==> src/hdl/ppgmad_pkg.sv <==
// Shared types and constants of the PPG motion artifact detector.
package ppgmad_pkg;

  // Datapath widths
  localparam int RMS_WIDTH      = 18;
  localparam int BASELINE_SHIFT = 6;
  localparam int MUL_B_W        = 10;
  localparam int PROD_W         = RMS_WIDTH + MUL_B_W;
  localparam int CNT_W          = $clog2(PROD_W);
  localparam int S_TDATA_W      = ((2 * RMS_WIDTH + 8 + 7) / 8) * 8;
  localparam int S_TUSER_W      = 2;
  localparam int M_TDATA_W      = 8;
  localparam int CFG_W          = 18;
  localparam int CFG_IDX_W      = 3;

  // Scoring constants
  localparam int unsigned MIN_BASELINE   = 8;
  localparam int unsigned DETECT_SCORE   = 25;
  localparam int unsigned QDROP_MIN_PREV = 45;
  localparam int unsigned QDROP_DELTA    = 30;
  localparam int unsigned SCORE_CAP      = 100;
  localparam int unsigned SPIKE_SCALE    = 100;
  localparam int unsigned RATIO_SCALE    = 1000;

  // Multiply sequence: four products, the ratio numerator, then the rounding add
  localparam logic [2:0] MUL_IR_C    = 3'd0;
  localparam logic [2:0] MUL_IR_B    = 3'd1;
  localparam logic [2:0] MUL_RED_C   = 3'd2;
  localparam logic [2:0] MUL_RED_B   = 3'd3;
  localparam logic [2:0] MUL_NUM     = 3'd4;
  localparam logic [2:0] MUL_ROUND   = 3'd5;

  // Configuration register indexes
  localparam logic [CFG_IDX_W-1:0] CFG_SCORE_ON     = 3'd0;
  localparam logic [CFG_IDX_W-1:0] CFG_SCORE_OFF    = 3'd1;
  localparam logic [CFG_IDX_W-1:0] CFG_ON_CONFIRM   = 3'd2;
  localparam logic [CFG_IDX_W-1:0] CFG_OFF_CONFIRM  = 3'd3;
  localparam logic [CFG_IDX_W-1:0] CFG_SPIKE_RATIO  = 3'd4;
  localparam logic [CFG_IDX_W-1:0] CFG_SPIKE_DELTA  = 3'd5;
  localparam logic [CFG_IDX_W-1:0] CFG_BALANCE_LOW  = 3'd6;
  localparam logic [CFG_IDX_W-1:0] CFG_BALANCE_HIGH = 3'd7;

  // Sequencer states
  typedef enum logic [1:0] {
    ST_IDLE,
    ST_MUL,
    ST_DIV,
    ST_DONE
  } state_e;

endpackage

==> src/hdl/ppg_motion_artifact_detector.sv <==
// PPG motion artifact detector: one shared multiplier and divider under a sequencer.
// A finger-on word runs 6 multiply steps, 28 restoring divide iterations and a commit;
// a finger-off word goes straight from accept to the commit.
// One word is processed at a time: s_axis_tready is high only in the idle state.
// A new word is accepted while the previous result still waits in the output register.
// Reset (async, active low) clears all detector state and loads the default config.
module ppg_motion_artifact_detector
  import ppgmad_pkg::*;
(
  input  logic                 clk_i,
  input  logic                 rst_ni,
  // config write port
  input  logic                 cfg_we_i,
  input  logic [CFG_IDX_W-1:0] cfg_idx_i,
  input  logic [CFG_W-1:0]     cfg_data_i,
  // input word stream
  input  logic                 s_axis_tvalid,
  output logic                 s_axis_tready,
  input  logic [S_TDATA_W-1:0] s_axis_tdata,  // ir_rms, red_rms, quality, zero pad
  input  logic [S_TUSER_W-1:0] s_axis_tuser,  // finger_on, balance_off
  // result word stream
  output logic                 m_axis_tvalid,
  input  logic                 m_axis_tready,
  output logic [M_TDATA_W-1:0] m_axis_tdata,  // score, zero pad
  output logic                 m_axis_tuser   // artifact
);

  localparam int RW = RMS_WIDTH;

  // Configuration registers
  logic [6:0]         score_on_q, score_off_q;
  logic [4:0]         on_confirm_q, off_confirm_q;
  logic [MUL_B_W-1:0] spike_ratio_q;
  logic [CFG_W-1:0]   spike_delta_q;
  logic [15:0]        bal_low_q, bal_high_q;

  // Sequencer
  state_e             state_q, state_d;
  logic [CNT_W-1:0]   cnt_q, cnt_d;

  // Detector state
  logic               seeded_q, pqv_q, motion_q;
  logic [7:0]         prev_q;
  logic [4:0]         enter_q, exit_q;
  logic [RW-1:0]      ir_base_q, red_base_q;

  // Latched input word
  logic               fin_q, bal_q;
  logic [RW-1:0]      ir_q, red_q;
  logic [7:0]         qual_q;

  // Products, divider
  logic [PROD_W-1:0]  ir_c_q, ir_b_q, red_c_q, red_b_q;
  logic [PROD_W-1:0]  num_q;
  logic [RW-1:0]      rem_q;

  // Output register
  logic               m_valid_q, m_valid_d;
  logic [6:0]         score_out_q;
  logic               art_out_q;

  logic               accept, out_free, commit;

  // Follow a target by 1/2^BASELINE_SHIFT of the gap, at least one step
  function automatic logic [RW-1:0] follow(input logic [RW-1:0] cur,
                                           input logic [RW-1:0] tgt);
    logic [RW-1:0] diff;
    logic [RW-1:0] stp;
    begin
      diff = (cur < tgt) ? (tgt - cur) : (cur - tgt);
      stp  = diff >> BASELINE_SHIFT;
      if (stp == '0) begin
        stp = RW'(1);
      end
      if (cur == tgt) begin
        follow = cur;
      end else if (cur < tgt) begin
        follow = cur + stp;
      end else begin
        follow = cur - stp;
      end
    end
  endfunction

  // Spike test against the pre-update baseline, with registered products
  function automatic logic is_spike(input logic [RW-1:0]     cur,
                                    input logic [RW-1:0]     base,
                                    input logic [PROD_W-1:0] cur_c,
                                    input logic [PROD_W-1:0] base_b,
                                    input logic [CFG_W-1:0]  min_delta);
    logic [RW-1:0] delta;
    begin
      delta    = cur - base;
      is_spike = (32'(base) >= 32'(MIN_BASELINE)) && (cur > base) &&
                 (32'(delta) >= 32'(min_delta)) && (cur_c >= base_b);
    end
  endfunction

  assign accept   = s_axis_tvalid && s_axis_tready;
  assign out_free = !m_valid_q || m_axis_tready;
  assign commit   = (state_q == ST_DONE) && out_free;

  // Shared multiplier operand select
  logic [RW-1:0]      mul_a;
  logic [MUL_B_W-1:0] mul_b;
  logic [PROD_W-1:0]  mul_p;

  always_comb begin
    case (cnt_q[2:0])
      MUL_IR_C:  begin mul_a = ir_q;       mul_b = MUL_B_W'(SPIKE_SCALE); end
      MUL_IR_B:  begin mul_a = ir_base_q;  mul_b = spike_ratio_q;          end
      MUL_RED_C: begin mul_a = red_q;      mul_b = MUL_B_W'(SPIKE_SCALE); end
      MUL_RED_B: begin mul_a = red_base_q; mul_b = spike_ratio_q;          end
      default:   begin mul_a = red_q;      mul_b = MUL_B_W'(RATIO_SCALE); end
    endcase
  end

  assign mul_p = PROD_W'(mul_a) * PROD_W'(mul_b);

  // One restoring divide step
  logic [RW:0]   div_trial;
  logic          div_bit;
  logic [RW-1:0] div_rem;

  assign div_trial = {rem_q, num_q[PROD_W-1]};
  assign div_bit   = div_trial >= {1'b0, ir_q};
  assign div_rem   = div_bit ? RW'(div_trial - {1'b0, ir_q}) : RW'(div_trial);

  // Score and hysteresis for the word being committed
  logic [4:0]  on_need, off_need;
  logic        sp_ir, sp_red, bal_bad, qdrop;
  logic [2:0]  hits;
  logic [6:0]  score;
  logic [4:0]  enter_d, exit_d, ecnt, xcnt;
  logic        motion_d;
  logic        pqv_d;
  logic [RW-1:0] ir_seed, red_seed;

  always_comb begin
    on_need  = (on_confirm_q == '0) ? 5'd1 : on_confirm_q;
    off_need = (off_confirm_q == '0) ? 5'd1 : off_confirm_q;

    sp_ir   = seeded_q && is_spike(ir_q, ir_base_q, ir_c_q, ir_b_q, spike_delta_q);
    sp_red  = seeded_q && is_spike(red_q, red_base_q, red_c_q, red_b_q, spike_delta_q);
    bal_bad = bal_q || ((ir_q != '0) &&
              ((num_q < PROD_W'(bal_low_q)) || (num_q > PROD_W'(bal_high_q))));
    qdrop   = pqv_q && (prev_q >= 8'(QDROP_MIN_PREV)) &&
              (qual_q <= prev_q - 8'(QDROP_DELTA));

    hits  = 3'(sp_ir) + 3'(sp_red) + 3'(bal_bad) + 3'(qdrop);
    score = 7'(hits) * 7'(DETECT_SCORE);
    if (score > 7'(SCORE_CAP)) begin
      score = 7'(SCORE_CAP);
    end

    enter_d  = enter_q;
    exit_d   = exit_q;
    motion_d = motion_q;
    ecnt     = enter_q;
    xcnt     = exit_q;

    if (!fin_q) begin
      // no finger: score forced to zero, only exit counting runs
      score = '0;
      pqv_d = 1'b0;
      if (motion_q) begin
        xcnt = (exit_q < off_need) ? exit_q + 5'd1 : exit_q;
        if (xcnt >= off_need) begin
          motion_d = 1'b0;
          exit_d   = '0;
        end else begin
          exit_d = xcnt;
        end
      end
    end else begin
      pqv_d = 1'b1;
      if (motion_q) begin
        if (score <= score_off_q) begin
          xcnt = (exit_q < off_need) ? exit_q + 5'd1 : exit_q;
        end else begin
          xcnt = '0;
        end
        exit_d = xcnt;
        if (xcnt >= off_need) begin
          motion_d = 1'b0;
          exit_d   = '0;
          enter_d  = '0;
        end
      end else begin
        if (score >= score_on_q) begin
          ecnt = (enter_q < on_need) ? enter_q + 5'd1 : enter_q;
        end else begin
          ecnt = '0;
        end
        enter_d = ecnt;
        if (ecnt >= on_need) begin
          motion_d = 1'b1;
          enter_d  = '0;
          exit_d   = '0;
        end
      end
    end

    // first finger-on word seeds the baselines
    ir_seed  = seeded_q ? ir_base_q : ir_q;
    red_seed = seeded_q ? red_base_q : red_q;
  end

  // Next state
  always_comb begin
    state_d   = state_q;
    cnt_d     = cnt_q;
    m_valid_d = (m_valid_q && !m_axis_tready);
    s_axis_tready = (state_q == ST_IDLE);
    unique case (state_q)
      ST_IDLE: begin
        if (s_axis_tvalid) begin
          state_d = s_axis_tuser[0] ? ST_MUL : ST_DONE;
          cnt_d   = '0;
        end
      end
      ST_MUL: begin
        if (cnt_q[2:0] == MUL_ROUND) begin
          state_d = ST_DIV;
          cnt_d   = '0;
        end else begin
          cnt_d = cnt_q + CNT_W'(1);
        end
      end
      ST_DIV: begin
        if (cnt_q == CNT_W'(PROD_W - 1)) begin
          state_d = ST_DONE;
        end else begin
          cnt_d = cnt_q + CNT_W'(1);
        end
      end
      ST_DONE: begin
        if (out_free) begin
          state_d   = ST_IDLE;
          m_valid_d = 1'b1;
        end
      end
      default: begin
        state_d = ST_IDLE;
      end
    endcase
  end

  // Control and detector state registers
  always_ff @(posedge clk_i or negedge rst_ni) begin
    if (!rst_ni) begin
      state_q       <= ST_IDLE;
      cnt_q         <= '0;
      m_valid_q     <= 1'b0;
      score_on_q    <= 7'd75;
      score_off_q   <= 7'd30;
      on_confirm_q  <= 5'd20;
      off_confirm_q <= 5'd30;
      spike_ratio_q <= MUL_B_W'(400);
      spike_delta_q <= CFG_W'(120);
      bal_low_q     <= 16'd350;
      bal_high_q    <= 16'd2800;
      seeded_q      <= 1'b0;
      pqv_q         <= 1'b0;
      prev_q        <= '0;
      enter_q       <= '0;
      exit_q        <= '0;
      motion_q      <= 1'b0;
      ir_base_q     <= '0;
      red_base_q    <= '0;
    end else begin
      state_q   <= state_d;
      cnt_q     <= cnt_d;
      m_valid_q <= m_valid_d;

      if (cfg_we_i) begin
        unique case (cfg_idx_i)
          CFG_SCORE_ON:     score_on_q    <= cfg_data_i[6:0];
          CFG_SCORE_OFF:    score_off_q   <= cfg_data_i[6:0];
          CFG_ON_CONFIRM:   on_confirm_q  <= cfg_data_i[4:0];
          CFG_OFF_CONFIRM:  off_confirm_q <= cfg_data_i[4:0];
          CFG_SPIKE_RATIO:  spike_ratio_q <= cfg_data_i[MUL_B_W-1:0];
          CFG_SPIKE_DELTA:  spike_delta_q <= cfg_data_i;
          CFG_BALANCE_LOW:  bal_low_q     <= cfg_data_i[15:0];
          CFG_BALANCE_HIGH: bal_high_q    <= cfg_data_i[15:0];
          default: ;
        endcase
      end

      if (commit) begin
        pqv_q    <= pqv_d;
        enter_q  <= enter_d;
        exit_q   <= exit_d;
        motion_q <= motion_d;
        if (fin_q) begin
          seeded_q <= 1'b1;
          prev_q   <= qual_q;
          // baselines track only while idle and below the entry score
          if (!motion_d && (score < score_on_q)) begin
            ir_base_q  <= follow(ir_seed, ir_q);
            red_base_q <= follow(red_seed, red_q);
          end else begin
            ir_base_q  <= ir_seed;
            red_base_q <= red_seed;
          end
        end
      end
    end
  end

  // Payload registers: latched word, products, divider, result
  always_ff @(posedge clk_i) begin
    if (accept) begin
      fin_q  <= s_axis_tuser[0];
      bal_q  <= s_axis_tuser[1];
      ir_q   <= s_axis_tdata[RW-1:0];
      red_q  <= s_axis_tdata[2*RW-1:RW];
      qual_q <= s_axis_tdata[2*RW+7:2*RW];
    end
    if (state_q == ST_MUL) begin
      case (cnt_q[2:0])
        MUL_IR_C:  ir_c_q  <= mul_p;
        MUL_IR_B:  ir_b_q  <= mul_p;
        MUL_RED_C: red_c_q <= mul_p;
        MUL_RED_B: red_b_q <= mul_p;
        MUL_NUM:   num_q   <= mul_p;
        default: begin
          // rounding term, divider remainder starts at zero
          num_q <= num_q + PROD_W'(ir_q >> 1);
          rem_q <= '0;
        end
      endcase
    end
    if (state_q == ST_DIV) begin
      rem_q <= div_rem;
      num_q <= {num_q[PROD_W-2:0], div_bit};
    end
    if (commit) begin
      score_out_q <= score;
      art_out_q   <= motion_d;
    end
  end

  assign m_axis_tvalid = m_valid_q;
  assign m_axis_tdata  = {1'b0, score_out_q};
  assign m_axis_tuser  = art_out_q;

endmodule

==> config.mk <==
export PLATFORM = sky130hd
export DESIGN_NAME = ppg_motion_artifact_detector
export DESIGN_NICKNAME = d
export VERILOG_FILES = /design/src/hdl/ppgmad_pkg.sv /design/src/hdl/ppg_motion_artifact_detector.sv
export SDC_FILE = /design/constraint.sdc
export NUM_CORES = 2
export LEC_CHECK = 0
export BUFFER_PORTS_ARGS = -buffer_cell sky130_fd_sc_hd__buf_2
export CAP_MARGIN = 10
export CORE_MARGIN = 1
export CORE_UTILIZATION = 68
export CTS_CLUSTER_DIAMETER = 200
export DETAILED_ROUTE_END_ITERATION = 6
export PLACE_DENSITY = 0.83
export SYNTH_ARGS = -nofsm -noshare
export SYNTH_HDL_FRONTEND = slang
export SYNTH_SLANG_ARGS = --single-unit
export TNS_END_PERCENT = 1
==> constraint.sdc <==
create_clock -name clk_i -period 26.7 [get_ports clk_i]
set_input_delay 1.335 -clock clk_i [delete_from_list [all_inputs] [get_ports clk_i]]
set_output_delay 1.335 -clock clk_i [all_outputs]
set_load 0.05 [all_outputs]
# Word-level counts from Yosys, hierarchy flattened
# Index checks and enable logic that the tools add are counted.
[totals]
output_inout_bits = 11
wordCells = 226
reg_bits = 361
[op_classes]
magnitude_cmp = 24
n_mul = 2
n_eq_ne = 26
n_mux = 67
n_reduce_logical = 56
n_addsub = 19
[ops]
columns = ["operator", "count"]
rows = [
  ["2-to-1 mux 18 bit", 20],
  ["subtractor 18 bit", 9],
  ["2-to-1 mux 5 bit", 22],
  [">= comparator 28 bit", 2],
  ["2-to-1 mux 28 bit", 2],
  ["one-hot mux 28 bit (2 select lines)", 1],
  ["one-hot mux 18 bit (3 select lines)", 1],
  ["adder 18 bit", 2],
  ["== test 18 bit", 2],
  [">= comparator 18 bit", 2],
  [">= comparator 18 x 4 -> 1 bit, second input constant", 2],
  ["> comparator 18 bit", 2],
  ["zero test 18 bit", 2],
  ["< comparator 18 bit", 2],
  ["AND reduction 2 bit", 15],
  ["adder 28 x 17 -> 28 bit", 1],
  ["> comparator 28 x 16 -> 1 bit", 1],
  ["< comparator 28 x 16 -> 1 bit", 1],
  ["multiplier 18 x 10 -> 28 bit", 1],
  ["2-to-1 mux 12 bit", 2],
  ["one-hot mux 10 bit (2 select lines)", 1],
  [">= comparator 19 x 18 -> 1 bit", 1],
  ["== test 3 bit, second input constant", 6],
  ["nonzero test 18 bit", 1],
  ["other kinds (39)", 93],
]

# Logic depth before layout (Yosys ltp)
[logic_depth]
word_depth = 28
ltp_mapped = 54

# Worst setup path after synthesis
# OpenSTA, ideal clock, no wires.
[synth_path]
path_kind = "register -> register"
start = "register ir_q[1]"
end = "register ir_base_q[2]"
synth_period_minus_slack_ns = 9.541
setup_time_ns = 0.133
arrival_time_ns = 9.408
stages_incl_launch_ff = 47
required_ns = 26.567
path_buffers = 1
slack_ns = 17.159
path_cell_list = "edfxtp_1 > ha_1 > nor2b_1 > o21ai_0 > a21boi_0 > o21ai_0 > a21oi_1 > a41oi_1 > a2111oi_0 > o21a_1 > o21a_1 > nor2_1 > xnor2_1 > ha_1 > o21ai_0 > nand2b_1 > a21oi_1 > or4_1 > [... 11 more ...] > nor2b_1 > o21ai_0 > nand2_1 > a31o_2 > a21oi_1 > nand2b_1 > ha_1 > nand2b_1 > a21o_1 > a21o_1 > a21o_1 > a211oi_1 > o21ai_0 > a2111oi_0 > o31ai_1 > clkbuf_1 > a211oi_1 > a21oi_1"
[synth_between]
elab_chain_len = 22
elab_cells_between_ends = 50
[synth_lines]
columns = ["element", "line_no", "source"]
rows = [
  ["start: declaration", "ppg_motion_artifact_detector.sv:49", "logic [RW-1:0] ir_q, red_q;"],
  ["start signal: assignment", "ppg_motion_artifact_detector.sv:316", "ir_q <= s_axis_tdata[RW-1:0];"],
  ["subtractor 18 bit or > comparator 18 bit (tied branches)", "ppg_motion_artifact_detector.sv:93, ppg_motion_artifact_detector.sv:94", ""],
  [">= comparator 18 bit or logical AND 1 bit (tied branches)", "ppg_motion_artifact_detector.sv:95, ppg_motion_artifact_detector.sv:94", ""],
  ["logical AND 1 bit", "ppg_motion_artifact_detector.sv:94", "is_spike = (32'(base) >= 32'(MIN_BASELINE)) && (cur > base) &&"],
  ["logical AND 1 bit", "ppg_motion_artifact_detector.sv:95", "(32'(delta) >= 32'(min_delta)) && (cur_c >= base_b);"],
  ["logical AND 1 bit", "ppg_motion_artifact_detector.sv:143", "sp_ir = seeded_q && is_spike(ir_q, ir_base_q, ir_c_q, ir_b_q, spike_delta_q);"],
  ["adder 1 x 1 -> 2 bit", "ppg_motion_artifact_detector.sv:150", "hits = 3'(sp_ir) + 3'(sp_red) + 3'(bal_bad) + 3'(qdrop);"],
  ["adder 2 x 1 -> 3 bit", "ppg_motion_artifact_detector.sv:150", ""],
  ["adder 3 x 1 -> 3 bit", "ppg_motion_artifact_detector.sv:150", ""],
  ["[... 6 more ...]", "n/a", ""],
  ["2-to-1 mux 5 bit", "ppg_motion_artifact_detector.sv:162", "if (!fin_q) begin"],
  [">= comparator 5 bit, on equally long branches", "ppg_motion_artifact_detector.sv:196, ppg_motion_artifact_detector.sv:184", ""],
  ["2-to-1 mux 1 bit, on equally long branches", "ppg_motion_artifact_detector.sv:196, ppg_motion_artifact_detector.sv:184", ""],
  ["2-to-1 mux 1 bit", "ppg_motion_artifact_detector.sv:177", "if (motion_q) begin"],
  ["2-to-1 mux 1 bit", "ppg_motion_artifact_detector.sv:162", ""],
  ["zero test 1 bit", "ppg_motion_artifact_detector.sv:299", "if (!motion_d && (score < score_on_q)) begin"],
  ["logical AND 1 bit", "ppg_motion_artifact_detector.sv:299", ""],
  ["2-to-1 mux 18 bit (*)", "ppg_motion_artifact_detector.sv:299", ""],
  ["end signal: assignment", "ppg_motion_artifact_detector.sv:300", "ir_base_q <= follow(ir_seed, ir_q);"],
  ["end signal: assignment", "ppg_motion_artifact_detector.sv:303", "ir_base_q <= ir_seed;"],
  ["end: declaration", "ppg_motion_artifact_detector.sv:45", "logic [RW-1:0] ir_base_q, red_base_q;"],
]
# Mark *: on every way between the ends. The rest lies on a longest branch, timed or not. The select of a mux whose other input is x is not followed.
# A chain may end at the register's enable or synchronous reset.

# Final worst setup path
[layout_path]
start = "register red_q[0]"
end = "register red_base_q[17]"
[layout_between]
elab_chain_len = 22
elab_cells_between_ends = 47
[layout_lines]
columns = ["element", "line_no", "source"]
rows = [
  ["start: declaration", "ppg_motion_artifact_detector.sv:49", ""],
  ["start signal: assignment", "ppg_motion_artifact_detector.sv:317", "red_q <= s_axis_tdata[2*RW-1:RW];"],
  ["subtractor 18 bit or > comparator 18 bit (tied branches)", "ppg_motion_artifact_detector.sv:93, ppg_motion_artifact_detector.sv:94", ""],
  [">= comparator 18 bit or logical AND 1 bit (tied branches)", "ppg_motion_artifact_detector.sv:95, ppg_motion_artifact_detector.sv:94", ""],
  ["logical AND 1 bit", "ppg_motion_artifact_detector.sv:94", ""],
  ["logical AND 1 bit", "ppg_motion_artifact_detector.sv:95", ""],
  ["logical AND 1 bit", "ppg_motion_artifact_detector.sv:144", "sp_red = seeded_q && is_spike(red_q, red_base_q, red_c_q, red_b_q, spike_delta_q);"],
  ["adder 1 x 1 -> 2 bit", "ppg_motion_artifact_detector.sv:150", ""],
  ["adder 2 x 1 -> 3 bit", "ppg_motion_artifact_detector.sv:150", ""],
  ["adder 3 x 1 -> 3 bit", "ppg_motion_artifact_detector.sv:150", ""],
  ["[... 6 more ...]", "n/a", ""],
  ["2-to-1 mux 5 bit", "ppg_motion_artifact_detector.sv:162", ""],
  [">= comparator 5 bit, on equally long branches", "ppg_motion_artifact_detector.sv:196, ppg_motion_artifact_detector.sv:184", ""],
  ["2-to-1 mux 1 bit, on equally long branches", "ppg_motion_artifact_detector.sv:196, ppg_motion_artifact_detector.sv:184", ""],
  ["2-to-1 mux 1 bit", "ppg_motion_artifact_detector.sv:177", ""],
  ["2-to-1 mux 1 bit", "ppg_motion_artifact_detector.sv:162", ""],
  ["zero test 1 bit", "ppg_motion_artifact_detector.sv:299", ""],
  ["logical AND 1 bit", "ppg_motion_artifact_detector.sv:299", ""],
  ["2-to-1 mux 18 bit (*)", "ppg_motion_artifact_detector.sv:299", ""],
  ["end signal: assignment", "ppg_motion_artifact_detector.sv:301", "red_base_q <= follow(red_seed, red_q);"],
  ["end signal: assignment", "ppg_motion_artifact_detector.sv:304", "red_base_q <= red_seed;"],
  ["end: declaration", "ppg_motion_artifact_detector.sv:45", ""],
]
# Marked as above.

==> reports/metrics.yaml <==
cp-end-kind: "flop"
clock-sinks: 360
synthArstFlopShare_pct: 41.4
synth-main-ff-cell: "edfxtp_1"
maxCapViolations: 0
crit_path_top_delay_cell: "a221oi_1"
synth.distinct_cells: 101
worst_slew_pin_slew_ns: 1.18
io_pins: 87
drt_wl_total_um: 92300
synthCells: 3519
die_area_sq_mm: 0.0495
rows: 80
seq_area_sq_mm: 0.0101
start_util_pct: 69.1
multiInputGateArea_sq_mm: 0.0210
fillers: 3417
slew_viol_final: 0
cp_common_cell: "a21oi_1"
die_x_um: 222
avgRoutedWirePerCell_um: 21.9
hpwl_um: 71000
netlist_area_sq_mm: 0.0331
area_growth_pct: 7.38
layout_commonest_cell: "ha_1"
drtAntennaViolNets: 0
placedInstanceArea_sq_mm: 0.0340
post_cts_buffers: 0
firstDrtPassIters: 6
htree_num_levels: 2
ctsRootBufferMaster: "clkbuf_16"
core-area_sq_mm: 0.0478
track_usage_pct: 37.5
grt.overflow.total: 0
ys_ff_latch: 360
drc_errors: 0
numCtsBuffers: 41
dieHeight_um: 222
cts_buffer_depth: 3
ctsResizeCount: 0
drt_iter0_drc: 2188
hp-class: "flop to flop"
clock_latency_ns: 0.59
synth_edf_count: 211
final_hold_viol_count: 0
port_buffers: 81
tritoncts: "yes"
final_util_pct: 74.2
placedCellCount: 4141
post-route-cell-area_sq_mm: 0.0355
critPathMaxStageDelay_ns: 0.66
worst_ep_required_time_ns: 27.13
grt_pass1_vias: 27500
grt_start_max_net_pins: 84
fin_worst_skew_ns: 0.0171
syn_nets: 4158
nets: 4209
via_count: 27300
critPathMaxFanout: 33
avgViaCountPerCell: 6.46
clkTransAtPathRegs_ns: 0.06
critPathKind: "flop to flop"
synth.avg_cell_area_sq_um: 9.39
routabilityCongestion: 1.04
worstPathArrival_ns: 12.90
tns_ns: 0
start_kind: "flop"
drive_gt1_share_pct: 9.60
grt_pass1_wl_um: 146000
fmax_mhz: 80.2
fin_crit_sh_pct: 46.7
status: "finished clean"
finalSetupViolCount: 0
post-route-min-period_ns: 12.47
fin_cells: 4221
ys.warnings.count: 0
seq_area_frac_synth_pct: 30.6
mostFrequentLayoutCells: "ha_1, inv_1, nand2_1"
antenna_found_initial: 4
slew_headroom_pct: 21.3
rsz0062_at_grt: "false"
hold_buffers: 0
==> final cells by class <==
cell class / instances / share of cell area (%)
flip-flops and latches: 360 / 28.5
well taps: 615 / 2.17
repair buffers: 109 / 1.74
clock inverters: 21 / 0.835
inverters: 418 / 4.43
clock buffers: 55 / 3.21
diodes: 3 / 0.0211
multi-input cells: 2640 / 59.1
==> final timing paths <==
check	endpoint	slack, ns	start	depth (start not counted)
worst max-delay path	red_base_q[17]	14.23	red_q[0]	53
worst min-delay path	bal_low_q[14]	0.51	bal_low_q[14]	1
worst max register to register	red_base_q[17]	14.23	red_q[0]	53
worst min register to register	bal_low_q[14]	0.51	bal_low_q[14]	1
max in group asynchronous	enter_q[0]	24.46	rst_ni	2
min in group asynchronous	red_base_q[11]	0.79	rst_ni	1
==> cell families (layout without fill, tap and decap cells) <==
family | Yosys count | after routing | synth area share [%]
simple gates | 958 | 958 | 14.0
compound gates | 813 | 813 | 16.0
fa+ha+maj | 563 | 563 | 24.4
buf+inv | 519 | 603 | 6.04
flops | 360 | 360 | 30.6
xor+xnor | 160 | 160 | 4.26
mux | 145 | 145 | 4.78
other cells | 1 | 4 | 0.0113
==> layer usage <==
metal	track usage, %	part of all wire (%)
met2	62.8	47
met3	6.80	8.2
met4	20.2	5.9
met1	46.1	39
met5	0	0
==> metrics by stage <==
stage | hold WS [ns] | worst slack [ns]
5_1_grt | 0.524 | 13.51
3_3_place_gp | 0.455 | 15.07
3_5_place_dp | 0.494 | 14.64
6_report | 0.508 | 14.23
4_1_cts | 0.507 | 14.48
2_1_floorplan | 0.438 | 17.16
==> cells in the mapped netlist (all sizes together) (13+ instances only) <==
| cell type | instances | share of area (%) |
|---|---|---|
| o21ai | 202 | 3.1 |
| a22o | 25 | 0.66 |
| o31ai | 14 | 0.32 |
| o21bai | 16 | 0.36 |
| nand2 | 278 | 3.2 |
| a21boi | 13 | 0.30 |
| nand4 | 29 | 0.55 |
| buf | 21 | 0.38 |
| inv | 417 | 4.7 |
| nand2b | 59 | 1.1 |
| nor2 | 269 | 3.1 |
| dfstp | 33 | 2.6 |
| dfrtp | 116 | 8.8 |
| nor3 | 73 | 1.1 |
| ha | 428 | 16 |
| clkbuf | 80 | 0.91 |
| a211oi | 52 | 1.2 |
| o21a | 35 | 0.79 |
| mux2i | 56 | 1.7 |
| edfxtp | 211 | 19 |
| a21oi | 218 | 3.3 |
| or3 | 18 | 0.34 |
| or2 | 13 | 0.25 |
| and3 | 22 | 0.43 |
| mux2 | 89 | 3.0 |
| a21o | 97 | 2.2 |
| fa | 135 | 8.2 |
| xnor2 | 102 | 2.7 |
| nor2b | 56 | 1.1 |
| o211ai | 23 | 0.54 |
| xor2 | 58 | 1.5 |
| nor4 | 22 | 0.48 |
| and2 | 23 | 0.44 |
| nand3 | 57 | 0.90 |
==> critical path, delay by kind of cell, from the launching register on <==
| kind | cells | cell delay, ns |
|---|---|---|
| xor gates and xnor gates | 2 | 0.23 |
| AOI/OAI and AO/OA | 24 | 5.62 |
| and+or+nand+nor | 14 | 2.51 |
| adders and majority gates | 8 | 2.76 |
| DFF | 1 | 0.49 |
| buffers and inverters | 5 | 0.67 |
==> state kept, by name, summed over array words and instances (netlist names), 6 cells and up <==
| signal | flops |
|---|---|
| bal_high_q | 16 |
| bal_low_q | 16 |
| ir_b_q | 28 |
| ir_base_q | 18 |
| ir_c_q | 28 |
| ir_q | 18 |
| num_q | 28 |
| prev_q | 8 |
| qual_q | 8 |
| red_b_q | 28 |
| red_base_q | 18 |
| red_c_q | 28 |
| red_q | 18 |
| rem_q | 18 |
| score_off_q | 7 |
| score_on_q | 7 |
| score_out_q | 6 |
| spike_delta_q | 18 |
| spike_ratio_q | 10 |
Power is left out: the tool's default activity adds up to more than one toggle a clock period on the data nets, which glitch-free logic cannot reach.
